## src/spb_pkg.sv

```systemverilog
`timescale 1ns / 1ps
// ----------------------------------------------------------------------------
// spb_pkg
// Shared sizes, event and command codes, and the staged result record for
// the SPI packet bridge slave core.
// ----------------------------------------------------------------------------
package spb_pkg;

	localparam int RX_DEPTH      = 8;
	localparam int TX_DEPTH      = 8;
	localparam int PAYLOAD_BYTES = 12;

	localparam int ARG_BYTES = 12;
	localparam int ARG_W     = ARG_BYTES * 8;
	localparam int PKT_W     = PAYLOAD_BYTES * 8;
	localparam int WORD_BYTES = 4;

	localparam int RX_AW = (RX_DEPTH > 1) ? $clog2(RX_DEPTH) : 1;
	localparam int TX_AW = (TX_DEPTH > 1) ? $clog2(TX_DEPTH) : 1;
	localparam int RX_LW = $clog2(RX_DEPTH + 1);
	localparam int TX_LW = $clog2(TX_DEPTH + 1);

	typedef enum logic [1:0] {
		ACT_SPI_END    = 2'd0,
		ACT_RADIO_RX   = 2'd1,
		ACT_RADIO_SLOT = 2'd2,
		ACT_IGNORED    = 2'd3
	} action_t;

	localparam logic [7:0] CMD_NONE      = 8'd0;
	localparam logic [7:0] CMD_READ_BUF  = 8'd1;
	localparam logic [7:0] CMD_WRITE_BUF = 8'd2;
	localparam logic [7:0] CMD_READ_REG  = 8'd3;
	localparam logic [7:0] CMD_WRITE_REG = 8'd4;

	localparam logic [7:0] REG_RX_COUNT  = 8'd2;
	localparam logic [7:0] REG_TX_COUNT  = 8'd3;
	localparam logic [7:0] REG_OVERFLOW  = 8'd4;
	localparam logic [7:0] REG_MAC_SETUP = 8'd5;

	typedef enum logic [1:0] {
		SRC_NONE = 2'd0,
		SRC_RX   = 2'd1,
		SRC_TX   = 2'd2,
		SRC_WORD = 2'd3
	} src_t;

	typedef struct packed {
		logic        resp_valid;
		logic [3:0]  data_len;
		src_t        src;
		logic [31:0] word;
		logic        ok;
		logic        irq_pulse;
		logic        send_request;
		logic        mac_config_valid;
		logic [7:0]  station_id;
		logic [7:0]  station_count;
	} result_t;

endpackage

```

## src/spb_ram.sv

```systemverilog
`timescale 1ns / 1ps
// ----------------------------------------------------------------------------
// spb_ram
// Generic simple dual-port RAM: one write port, one read port with a
// registered, enabled read.
// ----------------------------------------------------------------------------
module spb_ram #(
	parameter int WIDTH = 8,
	parameter int DEPTH = 8,
	parameter int AW    = (DEPTH > 1) ? $clog2(DEPTH) : 1
) (
	input  logic             clk,
	input  logic             we,
	input  logic [AW-1:0]    waddr,
	input  logic [WIDTH-1:0] wdata,
	input  logic             re,
	input  logic [AW-1:0]    raddr,
	output logic [WIDTH-1:0] rdata
);

	logic [WIDTH-1:0] mem_q [DEPTH];

	always_ff @(posedge clk) begin
		if (we) begin
			mem_q[waddr] <= wdata;
		end
		if (re) begin
			rdata <= mem_q[raddr];
		end
	end

endmodule

```

## src/spi_packet_bridge_slave_core.sv

```systemverilog
`timescale 1ns / 1ps
// ----------------------------------------------------------------------------
// spi_packet_bridge_slave_core
// SPI-slave bridge between a host and a radio MAC with receive and transmit
// packet queues and a lost-packet counter.
// ----------------------------------------------------------------------------
// Each input beat is one event (SPI frame done, radio packet in, radio
// transmit slot) and yields exactly one result beat. in_stall is high while
// stage 1 is full. At the accepting edge the event is decoded, queue
// pointers move and the packet store read is registered; the result then
// moves into the output register once it is free. The next event is
// accepted while a finished result still waits on out_stall; a second
// result behind it holds in_stall high until the output register frees
// up. Both queues live in small synchronous RAMs; a config register write
// empties them by resetting pointers only, so there is no clearing pass.
// ----------------------------------------------------------------------------
module spi_packet_bridge_slave_core
	import spb_pkg::*;
(
	input  logic         clk,
	input  logic         arst_n,

	input  logic         in_valid,
	output logic         in_stall,
	input  logic [1:0]   action,
	input  logic [7:0]   command,
	input  logic [4:0]   frame_len,
	input  logic [63:0]  frame_low,
	input  logic [31:0]  frame_high,

	output logic         out_valid,
	input  logic         out_stall,
	output logic         resp_valid,
	output logic [3:0]   data_len,
	output logic [63:0]  data_low,
	output logic [31:0]  data_high,
	output logic         ok,
	output logic         irq_pulse,
	output logic         send_request,
	output logic         mac_config_valid,
	output logic [7:0]   station_id,
	output logic [7:0]   station_count
);

	logic [RX_AW-1:0] rx_head_q;
	logic [RX_LW-1:0] rx_level_q;
	logic [TX_AW-1:0] tx_head_q;
	logic [TX_LW-1:0] tx_level_q;
	logic [31:0]      overflow_q;

	logic             valid_s1;
	result_t          res_s1;
	logic             out_valid_q;
	result_t          res_q;
	logic [ARG_W-1:0] data_q;

	logic             accept;
	logic             load_out;
	logic [ARG_W-1:0] arg_raw;
	logic [ARG_W-1:0] arg_m;
	logic [PKT_W-1:0] fill;
	logic [7:0]       reg_sel;
	logic             rx_full, rx_empty, tx_full, tx_empty;
	logic             rx_push, rx_pop, tx_push, tx_pop;
	logic             ovf_inc, ovf_clr, q_clear;
	result_t          res_d;
	logic [ARG_W-1:0] data_d;

	logic [RX_LW:0]   rx_sum;
	logic [TX_LW:0]   tx_sum;
	logic [RX_AW-1:0] rx_waddr;
	logic [TX_AW-1:0] tx_waddr;
	logic [PKT_W-1:0] rx_rdata, tx_rdata;

	// argument bytes at or past frame_len read as zero
	assign arg_raw = {frame_high, frame_low};
	always_comb begin
		for (int i = 0; i < ARG_BYTES; i++) begin
			arg_m[i*8 +: 8] = (5'(i) < frame_len) ? arg_raw[i*8 +: 8] : 8'd0;
		end
	end
	assign fill    = arg_m[PKT_W-1:0];
	assign reg_sel = arg_m[7:0];

	assign in_stall = valid_s1;
	assign accept   = in_valid && !valid_s1;
	assign load_out = valid_s1 && (!out_valid_q || !out_stall);

	assign rx_full  = (rx_level_q == RX_LW'(RX_DEPTH));
	assign rx_empty = (rx_level_q == '0);
	assign tx_full  = (tx_level_q == TX_LW'(TX_DEPTH));
	assign tx_empty = (tx_level_q == '0);

	// tail = (head + level) mod depth; sum stays below twice the depth
	assign rx_sum = (RX_LW+1)'(rx_head_q) + (RX_LW+1)'(rx_level_q);
	assign tx_sum = (TX_LW+1)'(tx_head_q) + (TX_LW+1)'(tx_level_q);
	always_comb begin
		if (rx_sum >= (RX_LW+1)'(RX_DEPTH)) begin
			rx_waddr = RX_AW'(rx_sum - (RX_LW+1)'(RX_DEPTH));
		end else begin
			rx_waddr = RX_AW'(rx_sum);
		end
		if (tx_sum >= (TX_LW+1)'(TX_DEPTH)) begin
			tx_waddr = TX_AW'(tx_sum - (TX_LW+1)'(TX_DEPTH));
		end else begin
			tx_waddr = TX_AW'(tx_sum);
		end
	end

	// event decode
	always_comb begin
		res_d   = '0;
		rx_push = 1'b0;
		rx_pop  = 1'b0;
		tx_push = 1'b0;
		tx_pop  = 1'b0;
		ovf_inc = 1'b0;
		ovf_clr = 1'b0;
		q_clear = 1'b0;
		case (action_t'(action))
			ACT_RADIO_RX: begin
				if (!rx_full) begin
					rx_push       = 1'b1;
					res_d.ok        = 1'b1;
					res_d.irq_pulse = 1'b1;
				end else begin
					ovf_inc = 1'b1;
				end
			end
			ACT_RADIO_SLOT: begin
				if (!tx_empty) begin
					tx_pop         = 1'b1;
					res_d.ok       = 1'b1;
					res_d.data_len = 4'(PAYLOAD_BYTES);
					res_d.src      = SRC_TX;
				end
			end
			ACT_SPI_END: begin
				case (command)
					CMD_READ_BUF: begin
						if (!rx_empty) begin
							rx_pop           = 1'b1;
							res_d.resp_valid = 1'b1;
							res_d.data_len   = 4'(PAYLOAD_BYTES);
							res_d.src        = SRC_RX;
						end
					end
					CMD_WRITE_BUF: begin
						if (!tx_full) begin
							tx_push            = 1'b1;
							res_d.send_request = 1'b1;
						end
					end
					CMD_READ_REG: begin
						if (reg_sel inside {REG_RX_COUNT, REG_TX_COUNT, REG_OVERFLOW,
								REG_MAC_SETUP}) begin
							res_d.resp_valid = 1'b1;
							res_d.data_len   = 4'(WORD_BYTES);
							res_d.src        = SRC_WORD;
						end
						case (reg_sel)
							REG_RX_COUNT: res_d.word = 32'(rx_level_q);
							REG_TX_COUNT: res_d.word = 32'(tx_level_q);
							REG_OVERFLOW: begin
								res_d.word = overflow_q;
								ovf_clr    = 1'b1;
							end
							default: res_d.word = '0;
						endcase
					end
					CMD_WRITE_REG: begin
						if (reg_sel == REG_MAC_SETUP) begin
							q_clear                = 1'b1;
							res_d.mac_config_valid = 1'b1;
							res_d.station_id       = arg_m[15:8];
							res_d.station_count    = arg_m[23:16];
						end
					end
					default: ;
				endcase
			end
			default: ;
		endcase
	end

	spb_ram #(.WIDTH(PKT_W), .DEPTH(RX_DEPTH), .AW(RX_AW)) u_rx_ram (
		.clk   (clk),
		.we    (accept && rx_push),
		.waddr (rx_waddr),
		.wdata (fill),
		.re    (accept && rx_pop),
		.raddr (rx_head_q),
		.rdata (rx_rdata)
	);

	spb_ram #(.WIDTH(PKT_W), .DEPTH(TX_DEPTH), .AW(TX_AW)) u_tx_ram (
		.clk   (clk),
		.we    (accept && tx_push),
		.waddr (tx_waddr),
		.wdata (fill),
		.re    (accept && tx_pop),
		.raddr (tx_head_q),
		.rdata (tx_rdata)
	);

	// queue pointers and lost-packet counter
	always_ff @(posedge clk or negedge arst_n) begin
		if (!arst_n) begin
			rx_head_q  <= '0;
			rx_level_q <= '0;
			tx_head_q  <= '0;
			tx_level_q <= '0;
			overflow_q <= '0;
		end else if (accept) begin
			if (q_clear) begin
				rx_head_q  <= '0;
				rx_level_q <= '0;
				tx_head_q  <= '0;
				tx_level_q <= '0;
			end
			if (rx_push) begin
				rx_level_q <= rx_level_q + 1'b1;
			end
			if (rx_pop) begin
				rx_level_q <= rx_level_q - 1'b1;
				rx_head_q  <= (rx_head_q == RX_AW'(RX_DEPTH - 1)) ? '0 : rx_head_q + 1'b1;
			end
			if (tx_push) begin
				tx_level_q <= tx_level_q + 1'b1;
			end
			if (tx_pop) begin
				tx_level_q <= tx_level_q - 1'b1;
				tx_head_q  <= (tx_head_q == TX_AW'(TX_DEPTH - 1)) ? '0 : tx_head_q + 1'b1;
			end
			if (ovf_inc) begin
				overflow_q <= overflow_q + 1'b1;
			end else if (ovf_clr) begin
				overflow_q <= '0;
			end
		end
	end

	// stage 1 waits for the registered store read
	always_ff @(posedge clk or negedge arst_n) begin
		if (!arst_n) begin
			valid_s1 <= 1'b0;
		end else if (accept) begin
			valid_s1 <= 1'b1;
		end else if (load_out) begin
			valid_s1 <= 1'b0;
		end
	end

	always_ff @(posedge clk) begin
		if (accept) begin
			res_s1 <= res_d;
		end
	end

	always_comb begin
		case (res_s1.src)
			SRC_RX:   data_d = ARG_W'(rx_rdata);
			SRC_TX:   data_d = ARG_W'(tx_rdata);
			SRC_WORD: data_d = ARG_W'(res_s1.word);
			default:  data_d = '0;
		endcase
	end

	// output register: result beat holds while stalled
	always_ff @(posedge clk or negedge arst_n) begin
		if (!arst_n) begin
			out_valid_q <= 1'b0;
		end else if (load_out) begin
			out_valid_q <= 1'b1;
		end else if (!out_stall) begin
			out_valid_q <= 1'b0;
		end
	end

	always_ff @(posedge clk) begin
		if (load_out) begin
			res_q  <= res_s1;
			data_q <= data_d;
		end
	end

	assign out_valid        = out_valid_q;
	assign resp_valid       = res_q.resp_valid;
	assign data_len         = res_q.data_len;
	assign data_low         = data_q[63:0];
	assign data_high        = data_q[95:64];
	assign ok               = res_q.ok;
	assign irq_pulse        = res_q.irq_pulse;
	assign send_request     = res_q.send_request;
	assign mac_config_valid = res_q.mac_config_valid;
	assign station_id       = res_q.station_id;
	assign station_count    = res_q.station_count;

	// ------------------------------------------------------------------------
	// assertions
	a_accept_stage: assert property (@(posedge clk) disable iff (!arst_n)
		(in_valid && !in_stall) |=> valid_s1)
		else $error("accepted beat did not enter stage 1");

	a_rx_level: assert property (@(posedge clk) disable iff (!arst_n)
		rx_level_q <= RX_LW'(RX_DEPTH))
		else $error("rx level beyond depth");

	a_tx_level: assert property (@(posedge clk) disable iff (!arst_n)
		tx_level_q <= TX_LW'(TX_DEPTH))
		else $error("tx level beyond depth");

	a_irq_ok: assert property (@(posedge clk) disable iff (!arst_n)
		(out_valid && irq_pulse) |-> (ok && !resp_valid && data_len == 4'd0))
		else $error("irq beat without clean radio accept");

endmodule
```

## config.mk

```make
export PLATFORM = sky130hd
export DESIGN_NAME = spi_packet_bridge_slave_core
export DESIGN_NICKNAME = d
export VERILOG_FILES = /design/src/spb_pkg.sv /design/src/spb_ram.sv /design/src/spi_packet_bridge_slave_core.sv
export SDC_FILE = /design/constraint.sdc
export NUM_CORES = 2
export LEC_CHECK = 0
export BUFFER_PORTS_ARGS = -buffer_cell sky130_fd_sc_hd__buf_4
export CAP_MARGIN = 20
export CORE_AREA = 8 8 457 459
export DETAILED_ROUTE_END_ITERATION = 10
export DIE_AREA = 0 0 465 467
export GPL_ROUTABILITY_DRIVEN = 0
export GPL_TIMING_DRIVEN = 0
export HOLD_SLACK_MARGIN = 0.1
export MAX_ROUTING_LAYER = met4
export PLACE_DENSITY_LB_ADDON = 0.25
export SETUP_SLACK_MARGIN = 0.02
export SYNTH_ARGS = -nofsm -noshare
export SYNTH_HDL_FRONTEND = slang
export SYNTH_SLANG_ARGS = --single-unit
```

## constraint.sdc

```tcl
create_clock -name clk -period 31.7 [get_ports clk]
set_input_delay 7.925 -clock clk [delete_from_list [all_inputs] [get_ports clk]]
set_output_delay 7.925 -clock clk [all_outputs]
set_load 0.05 [all_outputs]
```

==> Word-level counts from Yosys, hierarchy flattened <==
Memory sizes are Yosys's and may differ from the RTL's. A register that Yosys moved wholly into a read port is not among the register bits.
Index checks and enable logic that the tools add are counted.
Widths: inputs -> output; s select.
{ "op_classes": {"bitwise": 0, "n_mux": 62, "magnitude_cmp": 14, "n_eq_ne": 18, "reduce_logical": 28, "addsub": 11, "div": 0, "shift": 0, "mul": 0} }
{ "op_table": {"columns": ["op", "n"], "rows": [
  ["$pmux 96 s3", 1],
  ["$mux 8", 12],
  ["$pmux 32 s3", 1],
  ["$mux 32", 2],
  ["$add 32x1->32 const B", 1],
  ["$eq 8x2->1 const B", 4],
  ["$mux 1", 26],
  ["$eq 8x3->1 const B", 3],
  ["$mux 3", 7],
  ["$lt 3x5->1 const A", 4],
  ["$lt 4x5->1 const A", 4],
  ["$mux 4", 5],
  ["$mux 17", 1],
  ["$mux 7", 2],
  ["$pmux 7 s2", 1],
  ["$reduce_and 2->1", 7],
  ["$pmux 6 s2", 1],
  ["$add 3x4->5", 2],
  ["$ge 5x4->1 const B", 2],
  ["$lt 1x5->1 const A", 2],
  ["$lt 2x5->1 const A", 2],
  ["$add 4x1->4 const B", 2],
  ["$eq 4x4->1 const B", 2],
  ["$eq 8x1->1 const B", 1],
  ["19 further kinds", 38]
]} }
{ "word_totals": {"mem_bits_rw": 1536, "inputBits": 115, "latchBits": 0, "romBits": 0, "mem_count": 2, "reg_bits": 228} }
{ "memory_table": {"columns": ["memory", "depth", "width", "rd", "rd_clocked_by_memory_dff", "write_ports", "line_no", "source"], "rows": [
  ["u_rx_ram.mem_q", 8, 96, 1, 1, 1, "spb_ram.sv:21", "logic [WIDTH-1:0] mem_q [DEPTH];"],
  ["u_tx_ram.mem_q", 8, 96, 1, 1, 1, "spb_ram.sv:21", null]
]} }

==> Logic depth before layout (Yosys ltp) <==
{ "depth": {"ltp_word": 9, "depth_mapped": 9, "ltp_nobuf": 8} }

==> Hierarchy <==
Synthesis repeated with hierarchy kept, for this count alone.
{ "hier_totals": {"cells_unflattened": 3330, "area_unflattened_um2": 74502.7} }
{ "modules_own_cells": {"columns": ["module", "seq_area_each_um2", "instances", "area_per_inst_um2", "cells_per_inst"], "rows": [
  ["spb_ram", 25944.9, 2, 31766.7, 1219],
  ["spi_packet_bridge_slave_core", 6486.2, 1, 10969.3, 892]
]} }

==> Least setup slack after synthesis <==
OpenSTA, ideal clock, no wires.
{ "synth_timing": {"path_type": "input to register", "from": "in command[5]", "to": "mem u_tx_ram.mem_q[0][0] (netlist bit) (enable)", "t_arrival_ps": 18481, "required_time_ps": 30914, "slack_ps": 12433, "cell_stages": 7, "path_cell_list": "or4_1 -> buf_2 -> or4_1 -> buf_2 -> inv_1 -> nand2_1 -> nor4_1"} }
{ "synth_via": {"elab_chain_len": 6} }
{ "synth_rtl": {"columns": ["element", "line_no", "source"], "rows": [
  ["from (decl)", "spi_packet_bridge_slave_core.sv:26", "input logic [7:0] command,"],
  ["$eq 8x2->1", "spi_packet_bridge_slave_core.sv:139", "case (command)"],
  ["$mux 1", "spi_packet_bridge_slave_core.sv:139", null],
  ["$mux 1", "spi_packet_bridge_slave_core.sv:120", "case (action_t'(action))"],
  ["$logic_and 1x1->1", "spi_packet_bridge_slave_core.sv:198", ".we (accept && tx_push),"],
  ["$mux 1", "spb_ram.sv:24", "if (we) begin"],
  ["$mux 1 (implied by the code)", "spb_ram.sv:25", "mem_q[waddr] <= wdata;"],
  ["to (decl)", "spb_ram.sv:21", null]
]} }
No other way between the ends.

==> Worst setup path after layout <==
{ "layout_timing": {"from": "in command[5]", "to": "mem u_tx_ram.mem_q[5][69] (netlist bit) (enable)"} }
Same word-level chain as after synthesis.

==> out/results.tsv <==
metric	value	unit
fin_tns_setup	0	ps
die_h	467	µm
skew	31.3	ps
crit_fanout	8	
synth_seq_cells	1952	
placed_cell_area	0.0827	mm²
cts_tree	done	
synth_seq_area_share	0.786	
cts_buffer_depth	3	
hold_viol	0	
dieArea	0.217	mm²
dp.cells	6475	
path_class	primary input to flip-flop	
drc	0	
drive_above_1_share	0.347	
setup_viol	0	
fin_crit	11280	ps
io_buffer_count	232	
avgRoutedWirePerCell	28.6	µm
insertion_delay	830	ps
peakVddDrop	58.4	µV
synth_edf_count	1904	
synthTopCellsByArea	edfxtp_1 77%, mux4_2 12%, mux2_2 3.5%	
grt_pass1_wl	278000	µm
grt_pass1_vias	36973	
syn-instance-count	3316	
cts.sinks	1952	
cts_made_buffers	199	
post_cts_buffers	0	
status	finished, final reports clean	
fin_nets	4162	
tightest_slew	1150	ps
r2r_slack	27340	ps
cap_violations	0	
yosysTopAreaCell	edfxtp_1	
cp.required	32230	ps
synth_top_flop_cell	edfxtp_1	
synth_area	0.0742	mm²
area.growth.synth_to_final	20.3	%
vias	36646	
synth_top_area_frac	0.770	
end_kind	flip-flop	
syn_avg_cell_area	22.4	µm²
routed_wirelength	197000	µm
layout_common_cells	1904 x edfxtp_1, 384 x mux4_2, 333 x buf_4, 228 x mux2_2, 202 x clkbuf_16	
first_pass_iters	7	
initial_core_util	0.369	
fin_total_pwr	6.14	mW
synth.distinct_cells	70	
place_ws	19660	ps
drtIter0Drc	3770	
yosysWarnings	0	
hold_class	flip-flop to flip-flop	
setup_slack	20420	ps
grt_max_degree	67	
htree_num_levels	4	
dp_hpwl	136000	µm
cts_resized	0	
startpoint_type	primary input	
avgViaCountPerCell	5.33	
core	0.201	mm²
p_per_area	68.7	mW/mm²
final_area	0.0893	mm²
cts_root_buffer	clkbuf_16	
fp.dieW	465	µm
finalCritPeriodShare	0.356	
slew_headroom	0.234	
final_common_cell	edfxtp_1	
ios	238	
leakage	28.8	nW
rows	165	
rsz0062_at_grt	false	
grt.overflow.total	0	
clk_pin_slew	60	ps
async_flop_share	0.0246	
track_usage	0.183	
final_cells	6881	
cp.arrival	11810	ps
cts_hold_repair.buffers	0	
fmax	88.7	MHz
antenna_found_initial	14	
antenna_left	0	
final_max_slew_viol_count	0	
-- through the flow --
stage                      util  hold slack [ps]
after global placement    0.394              401
after global routing      0.444              432
after floorplan               -              400
after CTS                 0.442              419
after detailed placement  0.411              405
final                     0.444              418
-- critical path, stage by stage --
cell and delay, ps:
buf_4 100, or4_1 520, buf_2 180, or4_1 520
buf_2 170, nor2_1 330, nand2_1 170, nor3_2 760
buf_8 240, buf_6 180, buf_6 190, buf_8 170
buf_6 160, buf_6 160
-- cells in the mapped netlist (all sizes together), types with 2 or more instances --
cell	n
a211oi	6
nand3b	3
o21ai	18
or3	17
nor4	8
and3b	2
a21boi	3
mux2	228
nand2b	7
nor3	15
clkbuf	107
nor2	29
or4	25
edfxtp	1904
mux2i	4
a22o	104
nand3	20
o31ai	19
a21oi	33
ha	14
buf	62
nand4	9
inv	15
and3	30
xnor2	4
nor2b	76
a22oi	6
nand2	37
and2	41
a21o	2
fa	2
dfrtp	48
xor2	3
mux4	384
o2bb2ai	6
and4	3
nor4b	2
-- report_power, final --
part           total (mW)  leakage (nW)  internal (mW)  switching (mW)
Clock                2.28          3.09           1.29           0.982
Sequential           2.96          18.0           2.93          0.0289
Combinational       0.898          7.72          0.394           0.504
Total                6.14          28.8           4.62            1.51
-- sequential cells by signal (all words and copies together) (netlist names) --
signal / cells
data_q: 96
data_len: 2
in_stall: 1
u_tx_ram.mem_q: 768
resp_valid: 1
tx_head_q: 3
send_request: 1
mac_config_valid: 1
tx_level_q: 4
rx_head_q: 3
u_rx_ram.rdata: 96
out_valid: 1
rx_level_q: 4
u_tx_ram.rdata: 96
ok: 1
res_s1: 57
u_rx_ram.mem_q: 768
overflow_q: 32
station_id: 8
station_count: 8
irq_pulse: 1
-- logic make-up after synthesis --
kind of cell               share of synthesized area
AOI/OAI and AO/OA                             0.0216
and+or+nand+nor                               0.0263
other                                      0.0000505
DFF                                            0.786
adders and majority gates                    0.00290
buffers and inverters                         0.0103
muxes                                          0.152
xor gates and xnor gates                    0.000826
-- cell type report --
cell class                      count  area [µm²]
Sequential cell                  1952       58400
Clock inverter                    127        1020
Buffer                            169         706
Fill cell                       17076      112000
Timing Repair Buffer              513        5250
Tap cell                         2672        3340
Clock buffer                      246        5280
Antenna cell                        6        15.0
Multi-Input combinational cell   1180       15200
Inverter                           16        61.3
-- metal layers --
layer | part of all wire | wire (µm) | GRT usage
met5 | 0 | 0 | -
met4 | 0.028 | 5550 | 0.0517
met3 | 0.073 | 14400 | 0.0350
met2 | 0.47 | 92200 | 0.281
met1 | 0.43 | 85000 | 0.252
-- final timing paths --
kind	start	end	cells past startpoint
worst max-delay path	command[5]	u_tx_ram.mem_q[5][69]$_DFFE_PP_	14
worst min-delay path	res_s1[4]$_SDFFCE_PN0P_	station_count[4]$_DFFE_PP_	0
worst max register to register	tx_level_q[0]$_DFFE_PN0P_	u_tx_ram.mem_q[5][69]$_DFFE_PP_	14
worst min register to register	res_s1[4]$_SDFFCE_PN0P_	station_count[4]$_DFFE_PP_	0
max in group asynchronous	arst_n	overflow_q[29]$_DFFE_PN0P_	1
min in group asynchronous	arst_n	tx_level_q[3]$_DFFE_PN0P_	1
(Power assumes the default switching activity.)
